===== src/hw/rtl/pfpid_pkg.sv =====
// Package for the path-following dual PID controller.
// Holds fixed-point constants, saturation helpers and the sine table generator.
// No dependencies.
package pfpid_pkg;

   localparam int                 DIV_BITS      = 49;
   localparam logic        [33:0] INV_TWO_PI    = 34'd683565276;
   localparam logic        [33:0] RECIP_FIVE    = 34'h0_CCCC_CCCD;
   localparam logic        [15:0] DUTY_OFFSET   = 16'd39256;
   localparam logic signed [48:0] POS_INT_TOP   = 49'sd65536000;
   localparam logic signed [48:0] HEAD_INT_TOP  = 49'sd6553600;
   localparam logic signed [48:0] INT48_BOTTOM  = -49'sd140737488355328;
   localparam longint unsigned    TWO_PI_Q30    = 64'd6746518852;

   localparam logic [2:0] CSR_GAIN_P_POS  = 3'd0;
   localparam logic [2:0] CSR_GAIN_I_POS  = 3'd1;
   localparam logic [2:0] CSR_GAIN_D_POS  = 3'd2;
   localparam logic [2:0] CSR_GAIN_P_HEAD = 3'd3;
   localparam logic [2:0] CSR_GAIN_I_HEAD = 3'd4;
   localparam logic [2:0] CSR_GAIN_D_HEAD = 3'd5;
   localparam logic [2:0] CSR_FF_GAIN     = 3'd6;

   function automatic logic signed [31:0] sat32(input logic signed [63:0] v);
      if (v > 64'sd2147483647) begin
         return 32'sh7FFF_FFFF;
      end else if (v < -64'sd2147483648) begin
         return 32'sh8000_0000;
      end
      return v[31:0];
   endfunction

   function automatic logic signed [47:0] clamp_int(input logic signed [48:0] v,
                                                    input logic signed [48:0] top);
      logic signed [48:0] r;
      r = v;
      if (r > top) begin
         r = top;
      end
      if (r < INT48_BOTTOM) begin
         r = INT48_BOTTOM;
      end
      return r[47:0];
   endfunction

   // First-quadrant sine of r / 2^bits turns, Q16, from a Q30 Taylor series.
   function automatic longint quad_sine(input longint unsigned r, input int unsigned bits);
      longint unsigned x;
      longint unsigned x2;
      longint unsigned term;
      longint          sum;
      longint          q;
      x    = (r * TWO_PI_Q30) >> bits;
      x2   = (x * x) >> 30;
      term = x;
      sum  = longint'(x);
      term = ((term * x2) >> 30) / 6;
      sum  = sum - longint'(term);
      term = ((term * x2) >> 30) / 20;
      sum  = sum + longint'(term);
      term = ((term * x2) >> 30) / 42;
      sum  = sum - longint'(term);
      term = ((term * x2) >> 30) / 72;
      sum  = sum + longint'(term);
      term = ((term * x2) >> 30) / 110;
      sum  = sum - longint'(term);
      if (sum < 0) begin
         sum = 0;
      end
      q = (sum + 8192) >>> 14;
      if (q > 65536) begin
         q = 65536;
      end
      return q;
   endfunction

   function automatic logic signed [17:0] sine_entry(input int unsigned k,
                                                     input int unsigned bits);
      int unsigned quarter;
      int unsigned quad;
      int unsigned rem;
      longint      v;
      quarter = 1 << (bits - 2);
      quad    = k >> (bits - 2);
      rem     = k & (quarter - 1);
      if (quad[0]) begin
         v = quad_sine(longint'(quarter - rem), bits);
      end else begin
         v = quad_sine(longint'(rem), bits);
      end
      if (quad[1]) begin
         v = -v;
      end
      return v[17:0];
   endfunction

endpackage


===== src/hw/rtl/pfpid_div.sv =====
// Bit-serial restoring divider, one quotient bit per cycle.
// Uses DIV_BITS from pfpid_pkg.
module pfpid_div import pfpid_pkg::*; (
   input  logic                clock,
   input  logic                reset,
   input  logic                start,
   input  logic [DIV_BITS-1:0] numer,
   input  logic [31:0]         divisor,
   output logic [DIV_BITS-1:0] quotient,
   output logic                done
);

   logic [32:0]         rem_ff;
   logic [DIV_BITS-1:0] num_ff;
   logic [31:0]         den_ff;
   logic [5:0]          cnt_ff;
   logic                busy_ff;
   logic                done_ff;
   logic [32:0]         trial;
   logic                fits;

   assign trial    = {rem_ff[31:0], num_ff[DIV_BITS-1]};
   assign fits     = trial >= {1'b0, den_ff};
   assign quotient = num_ff;
   assign done     = done_ff;

   always_ff @(posedge clock) begin
      if (reset) begin
         busy_ff <= 1'b0;
         done_ff <= 1'b0;
         cnt_ff  <= '0;
      end else if (start) begin
         busy_ff <= 1'b1;
         done_ff <= 1'b0;
         cnt_ff  <= 6'(DIV_BITS - 1);
         rem_ff  <= '0;
         num_ff  <= numer;
         den_ff  <= divisor;
      end else if (busy_ff) begin
         rem_ff <= fits ? trial - {1'b0, den_ff} : trial;
         num_ff <= {num_ff[DIV_BITS-2:0], fits};
         if (cnt_ff == 6'd0) begin
            busy_ff <= 1'b0;
            done_ff <= 1'b1;
         end else begin
            cnt_ff <= cnt_ff - 6'd1;
         end
      end
   end

endmodule


===== config.mk =====
export PLATFORM = sky130hd
export DESIGN_NAME = pfpid_div
export DESIGN_NICKNAME = d
export VERILOG_FILES = /design/src/hw/rtl/pfpid_pkg.sv /design/src/hw/rtl/pfpid_div.sv
export SDC_FILE = /design/constraint.sdc
export NUM_CORES = 1
export LEC_CHECK = 0
export BUFFER_PORTS_ARGS = -buffer_cell sky130_fd_sc_hd__buf_2
export CAP_MARGIN = 20
export CELL_PAD_IN_SITES_DETAIL_PLACEMENT = 1
export CELL_PAD_IN_SITES_GLOBAL_PLACEMENT = 1
export CORE_MARGIN = 3
export CORE_UTILIZATION = 35
export CTS_CLUSTER_DIAMETER = 200
export DETAILED_ROUTE_END_ITERATION = 8
export PLACE_DENSITY = 0.78
export SLEW_MARGIN = 10
export SYNTH_ARGS = -nofsm -noshare
export SYNTH_HDL_FRONTEND = slang
export SYNTH_SLANG_ARGS = --single-unit

===== constraint.sdc =====
create_clock -name clock -period 9.1 [get_ports clock]
set_input_delay 0.91 -clock clock [delete_from_list [all_inputs] [get_ports clock]]
set_output_delay 0.91 -clock clock [all_outputs]
set_load 0.02 [all_outputs]

Word level (Yosys, flattened, before mapping)
Cells that the tools add are included.
W data, S select, Z words.
- register bits after elaboration: 121
- input port bits: 84
- output and inout bits: 50
- word-level logic and storage cells: 31
- $add $sub $neg: 2
- order comparisons: 1
- eq/ne operators: 1
- multiplexer cells: 10
- bitwise logic cells: 2
- reduce and logical (&&, ||, !) cells: 8
- operators with widths (kind ; number):
    $mux W49 ; 2
    $mux W32 ; 2
    $ge A33 B32 Y1 ; 1
    $sub A32 B32 Y32 ; 1
    $mux W6 ; 3
    $reduce_and A2 Y1 ; 5
    $logic_not A6 Y1 ; 1
    $sub A6 B1 Y6 const B ; 1
    $mux W1 ; 3
    $ne A2 B2 Y1 const B ; 1
    $not A1 Y1 ; 2
    $reduce_bool A2 Y1 ; 1
    $reduce_or A2 Y1 ; 1

Depth between registers and ports, before layout
- depth after elaboration: 4
- depth in mapped cells: 14
- depth with buffers taken out: 12

Worst setup path after synthesis
OpenSTA, ideal clock, no wires.
- kind: input to register
- from: input port start
- to: register num_ff[0] (netlist: quotient[0]) (enable)
- library setup time: 0.521 ns
- data arrival time: 4.911 ns
- data required time: 8.579 ns
- setup slack: 3.669 ns
- cell stages on the path: 4
- path buffers: 2
- cells stage by stage: clkbuf_1 > clkbuf_1 > nor2_1 > nor2_1
- longest elaborated chain between the ends: 2
- ends and longest elaborated chain (element ; line ; RTL):
    start, declared ; pfpid_div.sv:6 ; input logic start,
    $reduce_bool A2 Y1 (no source line) ; n/a ;
    $reduce_and A2 Y1 (no source line) ; n/a ;
    end signal, assigned ; pfpid_div.sv:37 ; num_ff <= numer;
    end signal, assigned ; pfpid_div.sv:41 ; num_ff <= {num_ff[DIV_BITS-2:0], fits};
    end, declared ; pfpid_div.sv:14 ; logic [DIV_BITS-1:0] num_ff;
No other way between the ends.
A chain may end at the register's enable or synchronous reset.

Worst setup path in the final report
- from: register num_ff[48] (netlist: quotient[48])
- to: register rem_ff[28], data pin
- longest elaborated chain between the ends: 3
- elaborated cells between the ends (all ways): 4
- classes of those cells: 1 x add/sub; 1 x order compare; 2 x mux
- ends and longest elaborated chain (element ; line ; RTL):
    $sub A32 B32 Y32 / $ge A33 B32 Y1 (equally long branches) ; pfpid_div.sv:40, pfpid_div.sv:23 ;
    $mux W32 (*) ; pfpid_div.sv:40 ; rem_ff <= fits ? trial - {1'b0, den_ff} : trial;
    $mux W32 (*) ; pfpid_div.sv:39 ; end else if (busy_ff) begin
    end signal, assigned ; pfpid_div.sv:40 ;
    end, declared ; pfpid_div.sv:13 ; logic [32:0] rem_ff;
Mark *: on every way between the ends. The rest lies on a longest branch, timed or not. The select of a mux whose other input is x is not followed.

==> summary.txt <==
Synthesis
  – Synth top area share: 50.08%
  – Cell Area, Synth: 6775 sq um
  – Part of the Yosys area used for sequential elements: 52.45%
  – Yosys reg bits: 121
  – EDFF count, synth: 113
  – Primary FF master, synth: edfxtp_1
  – Mapped Cells: 605
  – Yosys cell types: 63
  – Synthesized area per cell: 11.20 sq um
  – Syn_nets: 723
  – Dominant cell type by area after synthesis: edfxtp_1
  – Ranking of synthesized cells by area: edfxtp_1 50%, mux2_2 8.1%, ha_1 6.1%, a21oi_1 3.9%, nand2_1 3.1%
  – Ys async rst share: 0%
  – YS warnings: 0

Clocking
  – Clock buffer count from CTS: 17
  – Postcts setup bufs: 0
  – Reg clk slew, reported paths: 0.06 ns
  – Clock buffer depth: 2
  – CTS H-tree depth: 4
  – Gates resized, CTS repair: 0
  – Root Driver: clkbuf_16
  – # hold bufs at CTS: 0
  – CTS sink cnt: 121
  – Clk_lat worst skew: 0.42 ns
  – CTS tree: yes

Place
  – Hpwl dp: 13,150 um
  – PortBufs: 133
  – Cell Area, Placed: 7695 sq um
  – GP Congestion: 0.8402

Routing
  – Vias: 5,155
  – Wirelength per Cell: 18.13 um
  – DRC violation count after routing: 0
  – Detail Route Antenna Nets: 0
  – Initial DRT Pass Iterations: 4
  – Routed vias/inst: 5.124
  – Iteration-0 DRC count of the detailed router: 244
  – DRT Wirelength: 18,240 um

STA
  – Final Max Tran Viols: 0
  – Final critical-path required period: 3.582 ns
  – Count of final hold-check violations: 0
  – Worst Clk Skew: 0.01217 ns
  – Highest Clock Rate: 279.2 MHz
  – Final setup vio count: 0
  – RSZ-0062 raised after global routing: false
  – Relative slew margins: 31.37%
  – Setup TNS: 0 ns
  – Tightest Pin Transition: 1.027 ns
  – Crit share post-route: 39.36%

Setup path
  – Worst-path maximum fanout: 3
  – CP required: 9.23 ns
  – Crit. End Element: flop
  – R2R Setup Slk: 5.52 ns
  – Worst R2R Start: quotient[48]$_DFFE_PP_
  – Reg2Reg Capture Point: rem_ff[28]$_SDFFCE_PP0P_
  – Kind of critical path: reg2reg
  – CP Data Arrival Time: 3.71 ns
  – Type of origin of the critical path: flop
  – R2R depth: 12

Layout
  – Fill cell count: 2,106
  – Design area: 8283 sq um
  – N_diodes: 0
  – Most frequent cells in the layout: 132 x buf_2, 113 x edfxtp_1, 56 x nand2_1
  – Multi-input gate area: 2949 sq um
  – Register area: 3553 sq um
  – Commonest non-fill, non-tap cell in the layout: buf_2
  – Share of layout cells above drive strength 1: 30.56%
  – Post-route core utilization: 43.99%
  – Total Nets Final: 851
  – P&R area growth vs syn: 22.25%

Floorplanning
  – # rows: 50
  – Die area: 21,060 sq um
  – I/O pins: 134
  – Core Region: 18,830 sq um
  – Die height: 145.1 um
  – Die width: 145.1 um
  – Initial Util: 35.98%

Outcome
  – Outcome: complete, no violations

Hold path
  – Hold Path Sink: done$_SDFFE_PP0P_
  – Hold WC Path Type: reg2reg
  – Hold_sp: done$_SDFFE_PP0P_
  – Hold path depth: 2

Global routing
  – Largest net degree at the start of global routing: 65
  – Initial antenna violation count: 1
  – First-pass GRT wire length: 29,810 um
  – Gr ovfl total: 0
  – Number of global-route vias before repair: 5,590
  – Overall Global Routing Usage: 17.58%

Power and ir drop
  – Total power: 1.781 mW
  – Leakage: 3.379 nW
  – Cell Pwr Density: 215.0 nW/um^2
  – Max VDD drop: 0.0001403 V

Flow run
  – Maximum Capacitance Violations: 0
-- metal layers --
| layer | global-route usage (%) | wire length (um) |
|---|---|---|
| met1 | 21.40 | 7994 |
| met2 | 28.85 | 8566 |
| met3 | 6.715 | 1366 |
| met4 | 5.698 | 300 |
| met5 | 0 | 13 |
-- power by group --
part	total, mW	internal, mW	leakage [nW]	switching [mW]
Combinational	0.405	0.162	1.96	0.243
Clock	0.685	0.431	0.275	0.254
Sequential	0.691	0.668	1.15	0.0228
Total	1.78	1.26	3.38	0.520
-- metrics by stage --
step | cells | hold slack [ns] | worst slack [ns]
floorplan | 605 | 0.4914 | 3.669
detailed placement | 974 | 0.5031 | 5.651
CTS | 1006 | 0.5155 | 5.587
global placement | 974 | 0.5063 | 5.578
finish | 1006 | 0.5115 | 5.518
global route | 1006 | 0.5621 | 5.285
-- cell usage after synthesis (all sizes together) (3+ instances only) --
| cell type | n |
|---|---|
| buf | 16 |
| clkbuf | 11 |
| dfxtp | 8 |
| a21o | 11 |
| mux2i | 3 |
| mux2 | 49 |
| nor2 | 33 |
| edfxtp | 113 |
| and3 | 6 |
| a211oi | 9 |
| nand2 | 57 |
| ha | 33 |
| o21a | 10 |
| xor2 | 4 |
| nand3 | 12 |
| a21boi | 3 |
| nand2b | 3 |
| nand4 | 10 |
| a21oi | 54 |
| nor2b | 10 |
| inv | 47 |
| a2111oi | 4 |
| xnor2 | 19 |
| o21bai | 4 |
| or3 | 3 |
| nor3 | 14 |
| o21ai | 21 |
-- registers in the layout, indices dropped and copies added (netlist names) --
register,cells
quotient,49
rem_ff,32
den_ff,32
cnt_ff,6
done,1
busy_ff,1
-- kinds of logic after synthesis --
family / share of synthesized area (%)
simple gates: 11.73
compound gates: 13.57
flops: 52.45
buf+inv: 4.303
mux: 8.587
fa+ha+maj: 6.390
xor+xnor: 2.973
-- worst max-delay path by stage --
stage / start / to / slack (ns) / cells after the start
final: quotient[48]$_DFFE_PP_ / rem_ff[28]$_SDFFCE_PP0P_ / 5.52 / 12
after global routing: quotient[48]$_DFFE_PP_ / rem_ff[28]$_SDFFCE_PP0P_ / 5.29 / 12
after CTS: quotient[48]$_DFFE_PP_ / rem_ff[28]$_SDFFCE_PP0P_ / 5.59 / 12
after detailed placement: quotient[48]$_DFFE_PP_ / rem_ff[28]$_SDFFCE_PP0P_ / 5.65 / 12
after global placement: quotient[48]$_DFFE_PP_ / rem_ff[28]$_SDFFCE_PP0P_ / 5.58 / 12
after floorplan: start / quotient[0]$_DFFE_PP_ / 3.67 / 4
-- final cells by class --
| class | count | area share, % |
|---|---|---|
| sequential | 121 | 42.90 |
| multi-input combinational | 410 | 35.60 |
| timing repair buffer | 136 | 8.338 |
| clock buffer | 21 | 5.317 |
| tap | 260 | 3.927 |
| inverter | 47 | 2.130 |
| clock inverter | 11 | 1.782 |
-- critical path: stages (launching register included) --
cell	delay, ns
edfxtp_1	0.37
inv_1	0.05
ha_1	0.23
fa_1	0.41
nor2b_1	0.22
o2111ai_1	0.21
a2111oi_0	0.64
o31ai_1	0.23
o21ai_0	0.42
a211oi_1	0.21
xnor2_1	0.16
nand2_1	0.08
a21oi_1	0.07
Power figures use the tool's default switching activity.
